## src/rtl/core/fsr_pkg.sv

```systemverilog
// shared constants and types for the fsr force converter
package fsr_pkg;

    // defaults for the top level parameters
    localparam int CHANNELS_DEF = 8;
    localparam int ADC_BITS_DEF = 10;

    // register widths and reset value
    localparam int PULL_W     = 20;
    localparam int APB_W      = 32;
    localparam logic [PULL_W-1:0] PULL_RESET = 20'd10000;

    // resistance and quotient widths
    localparam int RES_W = 16;
    localparam int QW    = RES_W + 1;
    localparam int FORCE_W = 20;

    // curve coefficient widths
    localparam int AW = 17;
    localparam int BW = 26;
    localparam int CW = 33;
    localparam int GW = 20;

    // curve segment limits in ohm
    localparam logic [RES_W-1:0] SEG1_LIM = 16'd300;
    localparam logic [RES_W-1:0] SEG2_LIM = 16'd750;
    localparam logic [RES_W-1:0] SEG3_LIM = 16'd1500;

    // q16 coefficients, curve is a*r*r - b*r + c
    localparam logic [AW-1:0] COEF_A1 = 17'd56433;
    localparam logic [BW-1:0] COEF_B1 = 26'd34332344;
    localparam logic [CW-1:0] COEF_C1 = 33'd5424349184;
    localparam logic [AW-1:0] COEF_A2 = 17'd1402;
    localparam logic [BW-1:0] COEF_B2 = 26'd1739588;
    localparam logic [CW-1:0] COEF_C2 = 33'd561623859;
    localparam logic [AW-1:0] COEF_A3 = 17'd33;
    localparam logic [BW-1:0] COEF_B3 = 26'd96757;
    localparam logic [CW-1:0] COEF_C3 = 33'd79849062;
    localparam logic [BW-1:0] COEF_B4 = 26'd9227;
    localparam logic [CW-1:0] COEF_C4 = 33'd24878121;

    // output gain 9.98 in q16
    localparam logic [GW-1:0] GAIN_Q16 = 20'd654049;

    // per stage control travelling with each word
    typedef struct packed {
        logic valid;
        logic open;
    } t_ctl;

endpackage

```

## src/rtl/core/fsr_poly.sv

```systemverilog
// piecewise force curve, gain, rounding and output register
module fsr_poly #(
    parameter int CHW = 3
) (
    input  logic                          i_clk,
    input  logic                          i_rst_n,
    input  logic                          i_en,
    input  fsr_pkg::t_ctl                 i_ctl,
    input  logic [CHW-1:0]                i_chan,
    input  logic [fsr_pkg::QW-1:0]        i_q,
    output fsr_pkg::t_ctl                 o_ctl,
    output logic [CHW-1:0]                o_chan,
    output logic [fsr_pkg::FORCE_W-1:0]   o_force
);
    localparam int RW  = fsr_pkg::RES_W;
    localparam int R2W = 2 * RW;
    localparam int ARW = fsr_pkg::AW + R2W;
    localparam int BRW = fsr_pkg::BW + RW;
    localparam int PW  = ARW + 2;
    localparam int MW  = fsr_pkg::CW + fsr_pkg::GW;

    fsr_pkg::t_ctl            r_ctl1, r_ctl2, r_ctl3, r_ctl4, r_ctl5;
    logic [CHW-1:0]           r_ch1, r_ch2, r_ch3, r_ch4, r_ch5;
    logic [RW-1:0]            w_r, r_r;
    logic [fsr_pkg::AW-1:0]   w_a, r_a;
    logic [fsr_pkg::BW-1:0]   w_b, r_b;
    logic [fsr_pkg::CW-1:0]   w_c, r_c1, r_c2;
    logic [R2W-1:0]           r_r2;
    logic [ARW-1:0]           r_ar2;
    logic [BRW-1:0]           r_br;
    logic signed [PW-1:0]     w_p;
    logic                     r_pos, r_pos4;
    logic [fsr_pkg::CW-1:0]   r_p;
    logic [MW-1:0]            r_prod;
    logic [MW:0]              w_rnd;
    logic [MW-32:0]           w_f;
    logic [fsr_pkg::FORCE_W-1:0] w_force, r_force;

    // saturate resistance and pick the curve segment
    always_comb begin
        w_r = i_q[fsr_pkg::QW-1] ? '1 : i_q[RW-1:0];
        if (w_r < fsr_pkg::SEG1_LIM) begin
            w_a = fsr_pkg::COEF_A1;
            w_b = fsr_pkg::COEF_B1;
            w_c = fsr_pkg::COEF_C1;
        end else if (w_r < fsr_pkg::SEG2_LIM) begin
            w_a = fsr_pkg::COEF_A2;
            w_b = fsr_pkg::COEF_B2;
            w_c = fsr_pkg::COEF_C2;
        end else if (w_r < fsr_pkg::SEG3_LIM) begin
            w_a = fsr_pkg::COEF_A3;
            w_b = fsr_pkg::COEF_B3;
            w_c = fsr_pkg::COEF_C3;
        end else begin
            w_a = '0;
            w_b = fsr_pkg::COEF_B4;
            w_c = fsr_pkg::COEF_C4;
        end
    end

    // polynomial sum, rounding and clamp
    always_comb begin
        w_p = $signed({2'b00, r_ar2}) - $signed(PW'(r_br)) + $signed(PW'(r_c2));
        w_rnd = {1'b0, r_prod} + ((MW + 1)'(1) << 31);
        w_f = w_rnd[MW:32];
        if (!r_pos4 || r_ctl4.open) begin
            w_force = '0;
        end else if (|w_f[MW-32:fsr_pkg::FORCE_W]) begin
            w_force = '1;
        end else begin
            w_force = w_f[fsr_pkg::FORCE_W-1:0];
        end
    end

    // stage control
    always_ff @(posedge i_clk) begin
        if (!i_rst_n) begin
            r_ctl1 <= '0;
            r_ctl2 <= '0;
            r_ctl3 <= '0;
            r_ctl4 <= '0;
            r_ctl5 <= '0;
        end else if (i_en) begin
            r_ctl1 <= i_ctl;
            r_ctl2 <= r_ctl1;
            r_ctl3 <= r_ctl2;
            r_ctl4 <= r_ctl3;
            r_ctl5 <= r_ctl4;
        end
    end

    // stage payload: square, products, sum, gain, output
    always_ff @(posedge i_clk) begin
        if (i_en) begin
            r_ch1   <= i_chan;
            r_r     <= w_r;
            r_r2    <= R2W'(w_r) * R2W'(w_r);
            r_a     <= w_a;
            r_b     <= w_b;
            r_c1    <= w_c;
            r_ch2   <= r_ch1;
            r_ar2   <= ARW'(r_a) * ARW'(r_r2);
            r_br    <= BRW'(r_b) * BRW'(r_r);
            r_c2    <= r_c1;
            r_ch3   <= r_ch2;
            r_pos   <= (w_p > 0);
            r_p     <= w_p[fsr_pkg::CW-1:0];
            r_ch4   <= r_ch3;
            r_pos4  <= r_pos;
            r_prod  <= MW'(r_p) * MW'(fsr_pkg::GAIN_Q16);
            r_ch5   <= r_ch4;
            r_force <= w_force;
        end
    end

    assign o_ctl   = r_ctl5;
    assign o_chan  = r_ch5;
    assign o_force = r_force;
endmodule
```

## config.mk

```make
export PLATFORM = sky130hd
export DESIGN_NAME = fsr_poly
export DESIGN_NICKNAME = d
export VERILOG_FILES = /design/src/rtl/core/fsr_pkg.sv /design/src/rtl/core/fsr_poly.sv
export SDC_FILE = /design/constraint.sdc
export NUM_CORES = 2
export LEC_CHECK = 0
export CAP_MARGIN = 20
export CORE_ASPECT_RATIO = 0.6
export CORE_MARGIN = 8
export CORE_UTILIZATION = 65
export DETAILED_ROUTE_END_ITERATION = 16
export DONT_BUFFER_PORTS = 1
export PLACE_DENSITY = 0.77
export SETUP_SLACK_MARGIN = 0.4
export SYNTH_ARGS = -nofsm -noshare
export SYNTH_HDL_FRONTEND = slang
export SYNTH_SLANG_ARGS = --single-unit
export TNS_END_PERCENT = 10
```

## constraint.sdc

```tcl
create_clock -name i_clk -period 23.5 [get_ports i_clk]
set_input_delay 4.7 -clock i_clk [delete_from_list [all_inputs] [get_ports i_clk]]
set_output_delay 4.7 -clock i_clk [all_outputs]
set_load 0.005 [all_outputs]
```

---- Word level (Yosys, flattened, before mapping) ----
Index checks and enable logic that the tools add are counted.
storage, ports and cells
  bits of input ports ..................... 25
  logic and storage cells ................. 54
  output and inout bits ................... 25
  bits in registers ....................... 381
cells by class
  muxes and demuxes ....................... 8
  multipliers ............................. 4
  add/subtract/negate cells ............... 3
  order comparisons ....................... 4
  reduce and logical (&&, ||, !) cells .... 4
operators with widths
  cell                      number
  $add A53 B32 Y54 const B  1
  $mul A33 B20 Y53 const B  1
  $add A50 B34 Y51          1
  $gt A51 B1 Y1 const B     1
  $sub A49 B42 Y50          1
  $mul A17 B32 Y49          1
  $mul A26 B16 Y42          1
  $mul A16 B16 Y32          1
  $mux W30                  1
  $mux W27                  1
  $mux W21                  1
  $mux W20                  1
  $mux W17                  1
  $lt A16 B10 Y1 const B    1
  $lt A16 B11 Y1 const B    1
  $lt A16 B9 Y1 const B     1
  $mux W16                  1
  $mux W9                   1
  $mux W6                   1
  $reduce_or A2 Y1          2
  $logic_not A1 Y1          1
  $logic_or A1 B1 Y1        1

---- Logic depth before layout (Yosys ltp) ----
  depth after elaboration ................. 4
  depth in mapped cells ................... 32
  mapped depth without buffers ............ 31

---- Worst setup path after synthesis ----
No wires, ideal clock.
  path type ............................... input-to-reg
  from .................................... input port i_q[16] in the netlist's numbering
  to ...................................... register r_r2[25], data pin
  library setup time ...................... 0.272 ns
  data arrival time ....................... 11.207 ns
  cell stages on the path ................. 27
  data required time ...................... 23.228 ns
  slack ................................... 12.020 ns
  buffers on the path ..................... 0
  cells stage by stage .................... nor2_1 clkinv_1 nand2_1 fa_1 fa_1 inv_1 fa_1 inv_1 fa_1 inv_1 fa_1 inv_1 fa_1 inv_1 ha_1 a21o_1 a21oi_1 o21ai_0 a21oi_1 o21bai_1 a21o_1 a21o_1 a221oi_1 o21ai_0 a31oi_1 mux2i_1 o2111ai_1
on the way
  cells in the longest elaborated chain, start to end .. 2
RTL lines
  item                  line            text
  from (decl)           fsr_poly.sv:10  input logic [fsr_pkg::QW-1:0] i_q,
  $mux W16              fsr_poly.sv:41  w_r = i_q[fsr_pkg::QW-1] ? '1 : i_q[RW-1:0];
  net w_r[2]            fsr_poly.sv:24  logic [RW-1:0] w_r, r_r;
  $mul A16 B16 Y32      fsr_poly.sv:97  r_r2 <= R2W'(w_r) * R2W'(w_r);
  to (signal assigned)  fsr_poly.sv:97
  to (decl)             fsr_poly.sv:28  logic [R2W-1:0] r_r2;
The timed path passes the listed nets, and every way through them passes these cells.
A chain may end at the register's enable or synchronous reset.

---- Worst setup path in the final report ----
Ends and elaborated chain as after synthesis.

==> results.cfg <==
[place]
port_buffers = 0
gp_congestion = 0.982
hpwl_mm = 108
dp.cells = 6404

[logic_synthesis]
synth_top_area_share_pct = 34.4
avgSynthCellArea_sq_um = 9.83
syn_inst = 5401
ys_warn_count = 0
synth.distinct_cells = 79
synth_edf_count = 251
synth-seq-cells = 261
async_flop_share_pct = 0
ys_seq_area_share_pct = 14.6
yosysTopAreaCell = fa_1
synthTopCellsByArea = fa_1, ha_1, edfxtp_1, inv_1, xnor2_1
synth_top_flop_cell = edfxtp_1
syn-cell-area_sq_um = 53100

[route]
routed_via_density = 5.67
routedWlPerCell_microns = 19.4
dr.pass1.iters = 7
vias = 36600
drt-total-wl_mm = 125
drt_iter0_drc = 3021
postRouteAntennaNets = 0
drc_errors = 0

[worst_setup_path]
critPathSlowestCell = nor2_1
cp_slowest_stage_delay_ns = 0.66
r2r-start = r_a[0]$_SDFFCE_PP1P_
arrival_ns = 12.49
critical_path_class = in -> reg
reg2reg_slack_ns = 14.86
worstRegToRegCells = 24
crit_path_end_kind = flop
cp_common_cell = fa_1
worstPathMaxFanout = 16
cp_num_buf_inv = 6
cp_num_cells = 27
cp.required_ns = 23.85
critPathTopFamily = adder cells
rr_endpoint = r_br[39]$_DFFE_PP_
start_kind = primary input
endpoint = r_r2[25]$_DFFE_PP_
startpoint = i_q[16]

[floorplanning]
ios = 50
start_util_pct = 65.4
num_rows = 81
die_h_microns = 237
die_w_microns = 385
die_area_sq_um = 91400
fp.coreArea_sq_um = 81200

[timing]
min_period_ns = 12.14
finalSetupViolCount = 0
fin_tns_setup_ns = 0
fmax_mhz = 82.4
final-max-slew-violation-count = 0
grt_setup_unrepaired = no
finalCritPeriodShare_pct = 51.7
maxSlewHeadroom_pct = 25.9
tightestPinTransition_ns = 1.11
hold_violations = 0
clock_skew_ns = 0.0264

[grt]
grt_pass1_vias = 37800
grt_usage_pct = 27.7
grt_max_degree = 262
grt_pass1_wl_mm = 201
gr-total-overflow = 0
antenna_found_initial = 6

[clock_network]
cts_resized = 0
cts-buffers-inserted = 29
cts_tree = yes
clk_pin_slew_ns = 0.06
clockBufferDepth = 3
postCtsSetupBuffers = 0
cts_sinks = 261
htree_levels = 1
clk_latency_ns = 0.62
cts-root-buf = clkbuf_16
holdBufCountCts = 0

[final_layout]
multi_input_comb_area_sq_um = 39600
regArea_sq_um = 7740
nFillCells = 6213
mostFrequentLayoutCells = inv_1, fa_1, ha_1
syn_to_final_growth_pct = 4.13
layout_commonest_cell = inv_1
fin_util_pct = 68.1
fin_nets = 7051
final_cells = 6457
drive_gt1_share_pct = 1.80

[hold_path]
hp-start = r_ch2[0]$_DFFE_PP_
hold_path_class = reg -> reg

[flow_run]
cap_violations = 0

[run_status]
status = complete, no violations
==> state kept, by name, indices dropped and copies added (netlist names) <==
register / cells
o_ctl: 2
r_r: 16
r_ch3: 3
r_prod: 22
r_c1: 4
r_ctl3: 2
r_a: 3
r_ctl2: 2
r_ch4: 3
o_force: 20
r_c2: 9
o_chan: 3
r_ch2: 3
r_br: 42
r_ar2: 49
r_ctl4: 2
r_ch1: 3
r_p: 33
r_b: 6
r_r2: 30
r_pos4: 1
r_ctl1: 2
r_pos: 1
==> worst reg2reg max path, stage by stage, from the launching register on <==
cell      delay (ns)
edfxtp_1        0.71
buf_4           0.54
and2_1          0.46
fa_1            0.51
inv_1           0.09
fa_1            0.43
fa_1            0.54
inv_1           0.06
fa_1            0.62
fa_1            0.45
fa_1            0.50
ha_1            0.39
a21o_1          0.19
a21o_1          0.17
a41o_1          0.19
a21oi_1         0.34
o211ai_1        0.24
a311o_1         0.35
a21o_1          0.22
a41oi_1         0.25
nand3_1         0.11
a31oi_1         0.27
o21bai_1        0.13
a21oi_1         0.20
xnor2_1         0.36
==> through the flow <==
step                      setup WS, ns  hold slack [ns]  instance area, sq um
after floorplan                  12.02            0.400                 53100
after global placement           11.12            0.404                 54200
after detailed placement         10.81            0.405                 54200
after CTS                        11.45            0.420                 55300
after global routing             10.94            0.424                 55300
final                            11.36            0.419                 55300
==> worst min path at each step <==
stage	cells past startpoint	slack, ns	endpoint
global route	0	0.42	r_ch4[0]$_DFFE_PP_
global placement	0	0.40	r_c2[24]$_DFFE_PP_
CTS	0	0.42	r_ch3[0]$_DFFE_PP_
detailed placement	0	0.40	r_ch2[2]$_DFFE_PP_
finish	0	0.42	r_ch3[0]$_DFFE_PP_
floorplan	0	0.40	o_chan[0]$_DFFE_PP_
==> cell usage after synthesis, types with 8 or more instances <==
library cell  number
inv_1           1424
fa_1             913
ha_1             757
nand2_1          255
edfxtp_1         251
a21oi_1          221
nor2_1           220
and2_1           215
xnor2_1          168
a21o_1           113
o21ai_0          102
clkbuf_1          88
xor2_1            76
nand3_1           61
nor3_1            46
nor2b_1           40
o21bai_1          39
and3_1            31
o21a_1            25
nand2b_1          23
nand4_1           22
o211ai_1          19
a211oi_1          16
o31ai_1           16
or3_1             16
mux2i_1           15
a31oi_1           14
nor4_1            14
or2_2             13
a211o_1           10
dfxtp_1           10
o2111ai_1         10
a2111oi_0          9
a311oi_1           8
a41oi_1            8
nor3b_1            8
or4_1              8
==> area by class of cell <==
cell class | count | share of cell area (%)
inverters | 1430 | 9.71
flip-flops and latches | 261 | 14.0
well taps | 1079 | 2.44
multi-input cells | 3619 | 71.7
diodes | 1 | 0.00453
clock inverters | 20 | 0.611
clock buffers | 32 | 1.33
repair buffers | 15 | 0.204
==> routing by layer <==
layer  up-vias  part of all wire, %  GRT usage [%]
li1      17000                    -              -
met4        10                  1.8           4.58
met5         -                0.055              0
met2      1463                   41           39.4
met3       161                   12           10.6
met1     18000                   45           40.8
==> logic make-up (layout without fill, tap and decap cells) <==
group,count (synthesis),in the layout,synth area share (%)
compound gates,688,688,8.55
xor+xnor,244,244,4.03
fa+ha+maj,1670,1670,52.3
buf+inv,1523,1497,10.8
flops,261,261,14.6
mux,17,17,0.325
other cells,2,5,0.0141
simple gates,996,996,9.44
Power is not shown: default switching activity piles up to over one toggle a cycle in this logic, so the estimate is an artifact.
