File: config.mk
export PLATFORM = sky130hd
export DESIGN_NAME = fsr_cell
export DESIGN_NICKNAME = d
export VERILOG_FILES = /design/src/rtl/core/fsr_pkg.sv /design/src/rtl/core/fsr_cell.sv
export SDC_FILE = /design/constraint.sdc
export NUM_CORES = 1
export LEC_CHECK = 0
export BUFFER_PORTS_ARGS = -buffer_cell sky130_fd_sc_hd__clkbuf_2
export CORE_MARGIN = 2
export CORE_UTILIZATION = 43
export DETAILED_ROUTE_END_ITERATION = 10
export PLACE_DENSITY = 0.73
export SLEW_MARGIN = 20
export SYNTH_ARGS = -nofsm -noshare
export SYNTH_HDL_FRONTEND = slang
export SYNTH_SLANG_ARGS = --single-unit
File: constraint.sdc
create_clock -name i_clk -period 4.2 [get_ports i_clk]
set_input_delay 0.42 -clock i_clk [delete_from_list [all_inputs] [get_ports i_clk]]
set_output_delay 0.42 -clock i_clk [all_outputs]
set_load 0.02 [all_outputs]
File: src/rtl/core/fsr_pkg.sv
// shared constants and types for the fsr force converter
package fsr_pkg;

    // defaults for the top level parameters
    localparam int CHANNELS_DEF = 8;
    localparam int ADC_BITS_DEF = 10;

    // register widths and reset value
    localparam int PULL_W     = 20;
    localparam int APB_W      = 32;
    localparam logic [PULL_W-1:0] PULL_RESET = 20'd10000;

    // resistance and quotient widths
    localparam int RES_W = 16;
    localparam int QW    = RES_W + 1;
    localparam int FORCE_W = 20;

    // curve coefficient widths
    localparam int AW = 17;
    localparam int BW = 26;
    localparam int CW = 33;
    localparam int GW = 20;

    // curve segment limits in ohm
    localparam logic [RES_W-1:0] SEG1_LIM = 16'd300;
    localparam logic [RES_W-1:0] SEG2_LIM = 16'd750;
    localparam logic [RES_W-1:0] SEG3_LIM = 16'd1500;

    // q16 coefficients, curve is a*r*r - b*r + c
    localparam logic [AW-1:0] COEF_A1 = 17'd56433;
    localparam logic [BW-1:0] COEF_B1 = 26'd34332344;
    localparam logic [CW-1:0] COEF_C1 = 33'd5424349184;
    localparam logic [AW-1:0] COEF_A2 = 17'd1402;
    localparam logic [BW-1:0] COEF_B2 = 26'd1739588;
    localparam logic [CW-1:0] COEF_C2 = 33'd561623859;
    localparam logic [AW-1:0] COEF_A3 = 17'd33;
    localparam logic [BW-1:0] COEF_B3 = 26'd96757;
    localparam logic [CW-1:0] COEF_C3 = 33'd79849062;
    localparam logic [BW-1:0] COEF_B4 = 26'd9227;
    localparam logic [CW-1:0] COEF_C4 = 33'd24878121;

    // output gain 9.98 in q16
    localparam logic [GW-1:0] GAIN_Q16 = 20'd654049;

    // per stage control travelling with each word
    typedef struct packed {
        logic valid;
        logic open;
    } t_ctl;

endpackage

File: src/rtl/core/fsr_cell.sv
// one restoring divider cell, resolves a single quotient bit per word
module fsr_cell #(
    parameter int NW    = 30,
    parameter int DW    = 10,
    parameter int CHW   = 3,
    parameter int SHIFT = 0
) (
    input  logic                    i_clk,
    input  logic                    i_rst_n,
    input  logic                    i_en,
    input  fsr_pkg::t_ctl           i_ctl,
    input  logic [CHW-1:0]          i_chan,
    input  logic [NW-1:0]           i_rem,
    input  logic [DW-1:0]           i_den,
    input  logic [fsr_pkg::QW-1:0]  i_q,
    output fsr_pkg::t_ctl           o_ctl,
    output logic [CHW-1:0]          o_chan,
    output logic [NW-1:0]           o_rem,
    output logic [DW-1:0]           o_den,
    output logic [fsr_pkg::QW-1:0]  o_q
);
    fsr_pkg::t_ctl          r_ctl;
    logic [CHW-1:0]         r_chan;
    logic [NW-1:0]          r_rem, n_rem;
    logic [DW-1:0]          r_den;
    logic [fsr_pkg::QW-1:0] r_q, n_q;
    logic [NW-1:0]          w_dsh;
    logic                   w_ge;

    // trial subtract of the shifted divisor
    always_comb begin
        w_dsh = NW'(i_den) << SHIFT;
        w_ge  = (i_rem >= w_dsh);
        n_rem = w_ge ? (i_rem - w_dsh) : i_rem;
        n_q   = w_ge ? (i_q | (fsr_pkg::QW'(1) << SHIFT)) : i_q;
    end

    // control register
    always_ff @(posedge i_clk) begin
        if (!i_rst_n) begin
            r_ctl <= '0;
        end else if (i_en) begin
            r_ctl <= i_ctl;
        end
    end

    // payload register
    always_ff @(posedge i_clk) begin
        if (i_en) begin
            r_chan <= i_chan;
            r_rem  <= n_rem;
            r_den  <= i_den;
            r_q    <= n_q;
        end
    end

    assign o_ctl  = r_ctl;
    assign o_chan = r_chan;
    assign o_rem  = r_rem;
    assign o_den  = r_den;
    assign o_q    = r_q;
endmodule

* Word level (Yosys, flattened, before mapping)
Index checks and enable logic that the tools add are counted.
Word-level totals: bits in registers 62, bits in latches 0, memory bits (writable) 0, ROM bits 0, output and inout port bits 62, logic and storage cells 10, memories 0
Operators by class: add/sub/neg operators 1, multiply operators 0, div/mod/pow operators 0, order comparisons 1, equal/unequal tests 0, shift operators 0, muxes and demuxes 1, bitwise operators 0, reduce and logical (&&, ||, !) cells 0
Operators with widths (count):
- $ge A30 B10 Y1 | 1
- $mux W30 | 1
- $sub A30 B10 Y30 | 1

* Longest topological paths before layout
Gate-level depths: netlist of run 1.
word-level depth 2, depth in mapped cells 11, gate-level depth less buffers 10

* Worst setup path after synthesis of run 1
OpenSTA, ideal clock, no wires.
kind input port to flip-flop, from input port i_den[9], to register r_rem[8], in the netlist o_rem[8], data pin, library setup time 0.260 ns, arrival 2.589 ns, required time 3.940 ns, setup slack 1.351 ns, cell stages on the path 9, path buffers 2, path through inv_1 -> ha_1 -> buf_4 -> a211o_1 -> a311o_1 -> or4_4 -> nor2_8 -> buf_6 -> mux2_4
On the way: word-level cells in the longest chain between the ends 2
Ends and longest elaborated chain:
- start: declaration | line fsr_cell.sv:14 | input logic [DW-1:0] i_den,
- $ge A30 B10 Y1 | line fsr_cell.sv:33 | w_ge = (i_rem >= w_dsh);
- $mux W30 | line fsr_cell.sv:34 | n_rem = w_ge ? (i_rem - w_dsh) : i_rem;
- net n_rem[8] | line fsr_cell.sv:24 | logic [NW-1:0] r_rem, n_rem;
- end signal: assignment | line fsr_cell.sv:51 | r_rem <= n_rem;
- end: declaration | line fsr_cell.sv:24
The timed path passes the listed nets, and every way through them passes these cells. A chain may end at the register's enable or synchronous reset.

* Worst setup path after layout of run 1
from input port i_den[9], to register r_rem[1], in the netlist o_rem[1], data pin
The elaborated chain is that of the path after synthesis.

==> results of run 1 <==
## critical path, delay by kind of cell
kind | cells | cell delay (ps)
and+or+nand+nor | 2 | 870
muxes | 1 | 370
buffers and inverters | 2 | 130
AOI/OAI and AO/OA | 2 | 680
adders and majority gates | 1 | 390
## where the power goes
group,internal [mW],leakage (nW),switching [mW]
registers,0.747,0.604,0.0154
clock network,0.273,0.0923,0.230
logic,0.108,1.02,0.183
## per-stage QoR
step / instance area [um^2] / instances / total power, mW / setup WS, ps
3_5_place_dp: 3750 / 448 / 1.07 / 1060
6_report: 3940 / 464 / 1.56 / 1410
3_3_place_gp: 3750 / 448 / 1.06 / 1090
2_1_floorplan: 3030 / 231 / 0.946 / 1350
4_1_cts: 3940 / 464 / 1.57 / 1410
5_1_grt: 3940 / 464 / 1.63 / 1270
## final cells by class
class                      count  area [um^2]  area share [%]
sequential                    62         1840            46.8
multi-input combinational    150         1100            27.9
timing repair buffer         127          638            16.2
clock buffer                  10          128            3.24
tap                           96          120            3.05
clock inverter                 6         63.8            1.62
inverter                      13         48.8            1.24
## path summary, 6_finish.rpt
path | endpoint | start | slack, ps | cells after the start
max reg2reg | o_ctl[1] | o_ctl[1] | 3600 | 2
min reg2reg | o_ctl[0] | o_ctl[0] | 530 | 2
max | o_rem[1] | i_den[9] | 1410 | 8
min | o_q[5] | i_q[5] | 260 | 1
## cell families after synthesis
group	count (synthesis)	synth area share (%)
and+or+nand+nor	69	13.2
DFF	62	60.9
AOI/OAI and AO/OA	39	8.89
xor gates and xnor gates	27	7.82
buffers and inverters	19	2.85
adders and majority gates	11	4.80
muxes	4	1.53
## metal layers
metal	up-vias	share of wire, %
met5	-	0
met1	1090	42
met2	82	50
met4	0	1.1
li1	1130	-
met3	5	7.5
## placed cells by master (no fill, tap or decap), types with 2 or more instances in the layout
cell type / n
sky130_fd_sc_hd__clkbuf_2: 126
sky130_fd_sc_hd__edfxtp_1: 60
sky130_fd_sc_hd__xor2_1: 17
sky130_fd_sc_hd__inv_1: 13
sky130_fd_sc_hd__nand2_1: 13
sky130_fd_sc_hd__o21ai_0: 12
sky130_fd_sc_hd__nor2_1: 11
sky130_fd_sc_hd__xnor2_1: 10
sky130_fd_sc_hd__ha_1: 10
sky130_fd_sc_hd__clkbuf_8: 9
sky130_fd_sc_hd__nor4_1: 7
sky130_fd_sc_hd__nor3_1: 7
sky130_fd_sc_hd__or3_1: 6
sky130_fd_sc_hd__a21oi_1: 5
sky130_fd_sc_hd__a21o_1: 4
sky130_fd_sc_hd__nand4_1: 4
sky130_fd_sc_hd__nand3_1: 3
sky130_fd_sc_hd__o31ai_1: 3
sky130_fd_sc_hd__nor2b_1: 3
sky130_fd_sc_hd__or4_1: 2
sky130_fd_sc_hd__nand4b_1: 2
sky130_fd_sc_hd__o21a_1: 2
sky130_fd_sc_hd__a211oi_1: 2
sky130_fd_sc_hd__nand2b_1: 2
sky130_fd_sc_hd__o211ai_1: 2
sky130_fd_sc_hd__mux2i_1: 2
sky130_fd_sc_hd__clkinvlp_4: 2
sky130_fd_sc_hd__clkinv_2: 2
sky130_fd_sc_hd__dfxtp_1: 2
## sequential cells by signal, indices dropped and copies added, names as in the netlist
signal	cells
o_q	17
o_chan	3
o_ctl	2
o_rem	30
o_den	10
==> results.toml, run 1 <==
[power]
peakVddDrop_uv = 175
leakage_nw = 1.72
power_density_mw_per_mm2 = 395

[routing]
totalWireLength_um = 6620
detail-route-antenna-nets = 0
detailedRoute.firstIterationViolations = 92
avgRoutedWirePerCell_um = 14.3
route.vias.total = 2307
remaining_drc_errors = 0
drtPass1Iterations = 4
vias_per_cell = 4.97

[worst_setup_path]
timing.critical_path.cells = "clkbuf_2 -> inv_1 -> ha_1 -> a211o_1 -> a311o_1 -> or4_4 -> nor2_8 -> mux2_2"
classification_of_the_worst_setup_path = "input port to register"
critical_path.max_stage_delay_ps = 550
critical_path_peak_fanout = 24
cp_data_arrival_time_ps = 2880
start_kind = "input port"
critical_path_required_ps = 4290
critPathCaptureType = "register"
cpMaxStageDelayCell = "sky130_fd_sc_hd__or4_4"

[yosys]
synth_async_sr_flop_share_pct = 0
post_synthesis_cells = 231
synthTopCellsByCount = "sky130_fd_sc_hd__edfxtp_1, sky130_fd_sc_hd__xor2_1, sky130_fd_sc_hd__inv_1, sky130_fd_sc_hd__nand2_1, sky130_fd_sc_hd__o21ai_0"
yosysTopAreaCellShare_pct = 59.6
synth_cell_type_count = 49
ys_dominant_reg_cell = "sky130_fd_sc_hd__edfxtp_1"
postSynthRegisterBits = 62
number_of_flops_mapped_to_enable_cells_by_yosys = 60
postSynthNetCount = 307
synthDominantAreaCellType = "sky130_fd_sc_hd__edfxtp_1"
synth_area_leaders = "sky130_fd_sc_hd__edfxtp_1, sky130_fd_sc_hd__xor2_1, sky130_fd_sc_hd__ha_1"
synth-seq-area-share_pct = 60.9
syn_area_mm2 = 0.00303
average_instance_area_after_synthesis_um2 = 13.1
synth_most_common_cell = "sky130_fd_sc_hd__edfxtp_1"
yosys_warnings = 0

[global_routing]
grt_pass1_vias = 2185
total_routing_resource_utilization_after_global_routing_pct = 17.1
groute.layer.met1.usage_pct = 20.5
groute.layer.met2.usage_pct = 28.2
grt_start_max_net_pins = 34
grt_overflow = 0
grt_pass1_wl_um = 10100
grt_antenna_before_repair = 0
busiest_layer = "met2"
use_met3_pct = 5.00

[clocking]
hold_buffers = 0
post_cts.repair.setup_buffers = 0
clkSlewWorstSetupHoldPaths_ps = 70
clk_latency_ps = 330
cts_tree = "yes"
tritoncts_num_sinks = 62
clockBufferDepth = 2
clock-root-buffer = "sky130_fd_sc_hd__clkbuf_8"
numCtsBuffers = 9
cts_resized = 0
cts.htree.levels = 3

[final_layout]
post_route_cells_drive_above_1_share_pct = 41.3
layout_fillers = 557
finish.utilization_pct = 58.0
antenna_cells_inserted = 0
layout.nets = 439
area.growth.synth_to_final_pct = 30.1

[timing]
timing.slew.headroom_pct = 49.3
achievable-frequency_ghz = 0.358
timing.setup.tns_ps = 0
finalSetupViolCount = 0
period_minus_slack_ps = 2790
layout_worst_path_cycle_share_pct = 66.5
unrepaired_setup_endpoints_after_global_routing = "no"
final-hold-violation-count = 0
finalMaxSlewViolations = 0
final_worst_hold_slack_ps = 260
clock_skew_ps = 0
worstMarginPinSlew_ps = 760

[die]
core-area_mm2 = 0.00679
io-pin-count = 127
dieWidth_um = 87.9
initial_core_util_pct = 44.5
row_count = 30
design.die.area_mm2 = 0.00772
floorplan.die.height_um = 87.9

[place]
port_buffers = 126
finalWeightedCongestion = 0.823
hpwl_um = 5000

[run_status]
status = "complete, no violations"

[min_path]
hold_path_class = "input port to register"

[run]
max-cap-violations = 0
Note: power is estimated with default switching activity, not from simulation.
==> run 2, diff against run 1 <==
- PLACE_DENSITY: 0.73 -> 0.76
- clock period: 4.2 -> 2.3 ns (I/O delays scaled with it)
==> run 2 against run 1 <==
Against the previous run:
- global-route usage up 2.6 points
- final cell count rose by 14%
- first-iteration DRC count is 15% lower
- critical path depth increased by 4
- core utilization is 11 points higher
- sequential power increased by 82%
- setup slack lost 1400 ps
- combinational power rose by 130%
- critical endpoint is now o_rem[28]
- largest cell class unchanged
==> results.toml, run 2 (synthesis gave the netlist of run 1 again) <==
[timing]
final-hold-violation-count = 0
period_minus_slack_ps = 2290
achievable-frequency_ghz = 0.437
worstMarginPinSlew_ps = 573
finalMaxSlewViolations = 0
timing.slew.headroom_pct = 61.5
layout_worst_path_cycle_share_pct = 99.4
finalSetupViolCount = 0
unrepaired_setup_endpoints_after_global_routing = "yes"
clock_skew_ps = 0
setup_slack_ps = 12.7

[routing]
vias_per_cell = 4.85
avgRoutedWirePerCell_um = 14.2
drtPass1Iterations = 4
detailedRoute.firstIterationViolations = 78
remaining_drc_errors = 0
detail-route-antenna-nets = 0
route.vias.total = 2565
totalWireLength_um = 7520

[clocking]
clock-root-buffer = "sky130_fd_sc_hd__clkbuf_8"
clk_latency_ps = 330
clockBufferDepth = 2
hold_buffers = 0
numCtsBuffers = 9
clkSlewWorstSetupHoldPaths_ps = 70
tritoncts_num_sinks = 62
cts_tree = "yes"
cts.htree.levels = 3

[power]
total_switching_power_mw = 0.839
switching_share_pct = 26.1
seq_power_share_pct = 43.3
power.clock.fraction_pct = 35.9
share_comb_of_total_power_pct = 20.9
cellInternalPower_mw = 2.38
leakage_nw = 2.08
peakVddDrop_uv = 352
power_density_mw_per_mm2 = 684

[worst_setup_path]
timing.reg2reg.setup_slack_ps = 1700
cpMaxStageDelayCell = "sky130_fd_sc_hd__a221o_2"
critical_path_buf_inv_count = 4
reg2reg_capture_point = "o_ctl[0]"
timing.critical_path.max_delay_family = "compound AO/OA/AOI/OAI gates"
critical_path_required_ps = 2390
rr_worst_depth = 2
classification_of_the_worst_setup_path = "input port to register"
worst_setup_path_startpoint = "i_rem[0]"
start_kind = "input port"
regToRegStartpoint = "o_ctl[0]"
critical_path_peak_fanout = 5
cp_data_arrival_time_ps = 2380
critPathCaptureType = "register"
timing.critical_path.cells = "buf_8 -> clkinv_4 -> ha_4 -> inv_2 -> fa_2 -> a21o_1 -> a221o_2 -> a21bo_4 -> o21ai_4 -> buf_6 -> nor3_4 -> xor2_1"
critical_path.max_stage_delay_ps = 410

[run_status]
status = "complete, no violations"

[global_routing]
grt_pass1_wl_um = 11600
grt_pass1_vias = 2571
grt_overflow = 0
grt_start_max_net_pins = 63
grt_antenna_before_repair = 0
total_routing_resource_utilization_after_global_routing_pct = 19.8

[run]
max-cap-violations = 0

[final_layout]
antenna_cells_inserted = 0
flip_flop_count_of_the_largest_register_all_copies_and_words_added = 30
layout.cells.most_common_list = "sky130_fd_sc_hd__clkbuf_2, sky130_fd_sc_hd__buf_4, sky130_fd_sc_hd__edfxtp_1"
fin_area_mm2 = 0.00470
area.growth.synth_to_final_pct = 55.3
most_common_cell_after_layout_fill_and_taps_aside = "sky130_fd_sc_hd__clkbuf_2"
post_route_cells_drive_above_1_share_pct = 54.5
layout.nets = 504

[die]
row_count = 30
floorplan.die.height_um = 87.9
core-area_mm2 = 0.00679
dieWidth_um = 87.9
io-pin-count = 127
initial_core_util_pct = 44.5
design.die.area_mm2 = 0.00772

[place]
dp_worst_setup_slack_ps = -471
placement.cell_area_mm2 = 0.00427
hpwl_um = 5620
finalWeightedCongestion = 0.893
port_buffers = 126

[min_path]
min_from = "i_q[15]"
hold_path_class = "input port to register"
hold_path_end = "o_q[15]"
timing.hold.worst_path_depth = 1
==> run 2: metrics by stage <==
| step | util, % | power [mW] | cells | TNS (ps) | hold slack [ps] |
|---|---|---|---|---|---|
| after floorplan | - | 1.74 | 231 | -2870 | 329 |
| after global placement | 62.8 | 2.05 | 507 | -10100 | 407 |
| after global routing | 69.1 | 3.35 | 529 | -176 | 39.7 |
| final | 69.1 | 3.21 | 529 | 0 | 66.0 |
| after detailed placement | 62.8 | 2.06 | 507 | -10660 | 409 |
| after CTS | 67.5 | 3.22 | 527 | 0 | 53.1 |
==> run 2: layout make-up <==
type / count / area [um^2]
clock inverter: 6 / 110
fill: 506 / 2100
sequential: 62 / 1840
tap: 96 / 120
clock buffer: 10 / 128
inverter: 13 / 66.3
multi-input combinational: 151 / 1250
timing repair buffer: 191 / 1180
==> run 2: per-layer routing <==
metal | vias to the layer above | GRT usage [%] | part of all wire, %
met1 | 1182 | 24.7 | 43
met4 | 0 | 7.55 | 1.7
met3 | 15 | 5.09 | 5.8
met2 | 101 | 33.0 | 50
met5 | - | 0 | 0
li1 | 1267 | - | -
==> run 2: what timing repair did <==
item	CTS	global route
endpoints found under the setup margin	17	15
pin swaps	7	18
gates resized for setup	10	26
buffers inserted	3	2
cloned	1	0
==> run 2: how the worst max path moves through the flow <==
stage	depth (start not counted)	to
2_1_floorplan	9	o_rem[8]
3_3_place_gp	9	o_rem[25]
3_5_place_dp	9	o_rem[25]
4_1_cts	10	o_rem[28]
5_1_grt	12	o_rem[28]
6_report	12	o_rem[28]
==> run 2: power by group through the flow <==
stage,clock [mW],sequential [mW],combinational [mW]
finish,1.15,1.39,0.671
global route,1.22,1.40,0.728
detailed placement,0,1.42,0.643
floorplan,0,1.55,0.182
global placement,0,1.42,0.635
CTS,1.17,1.39,0.656
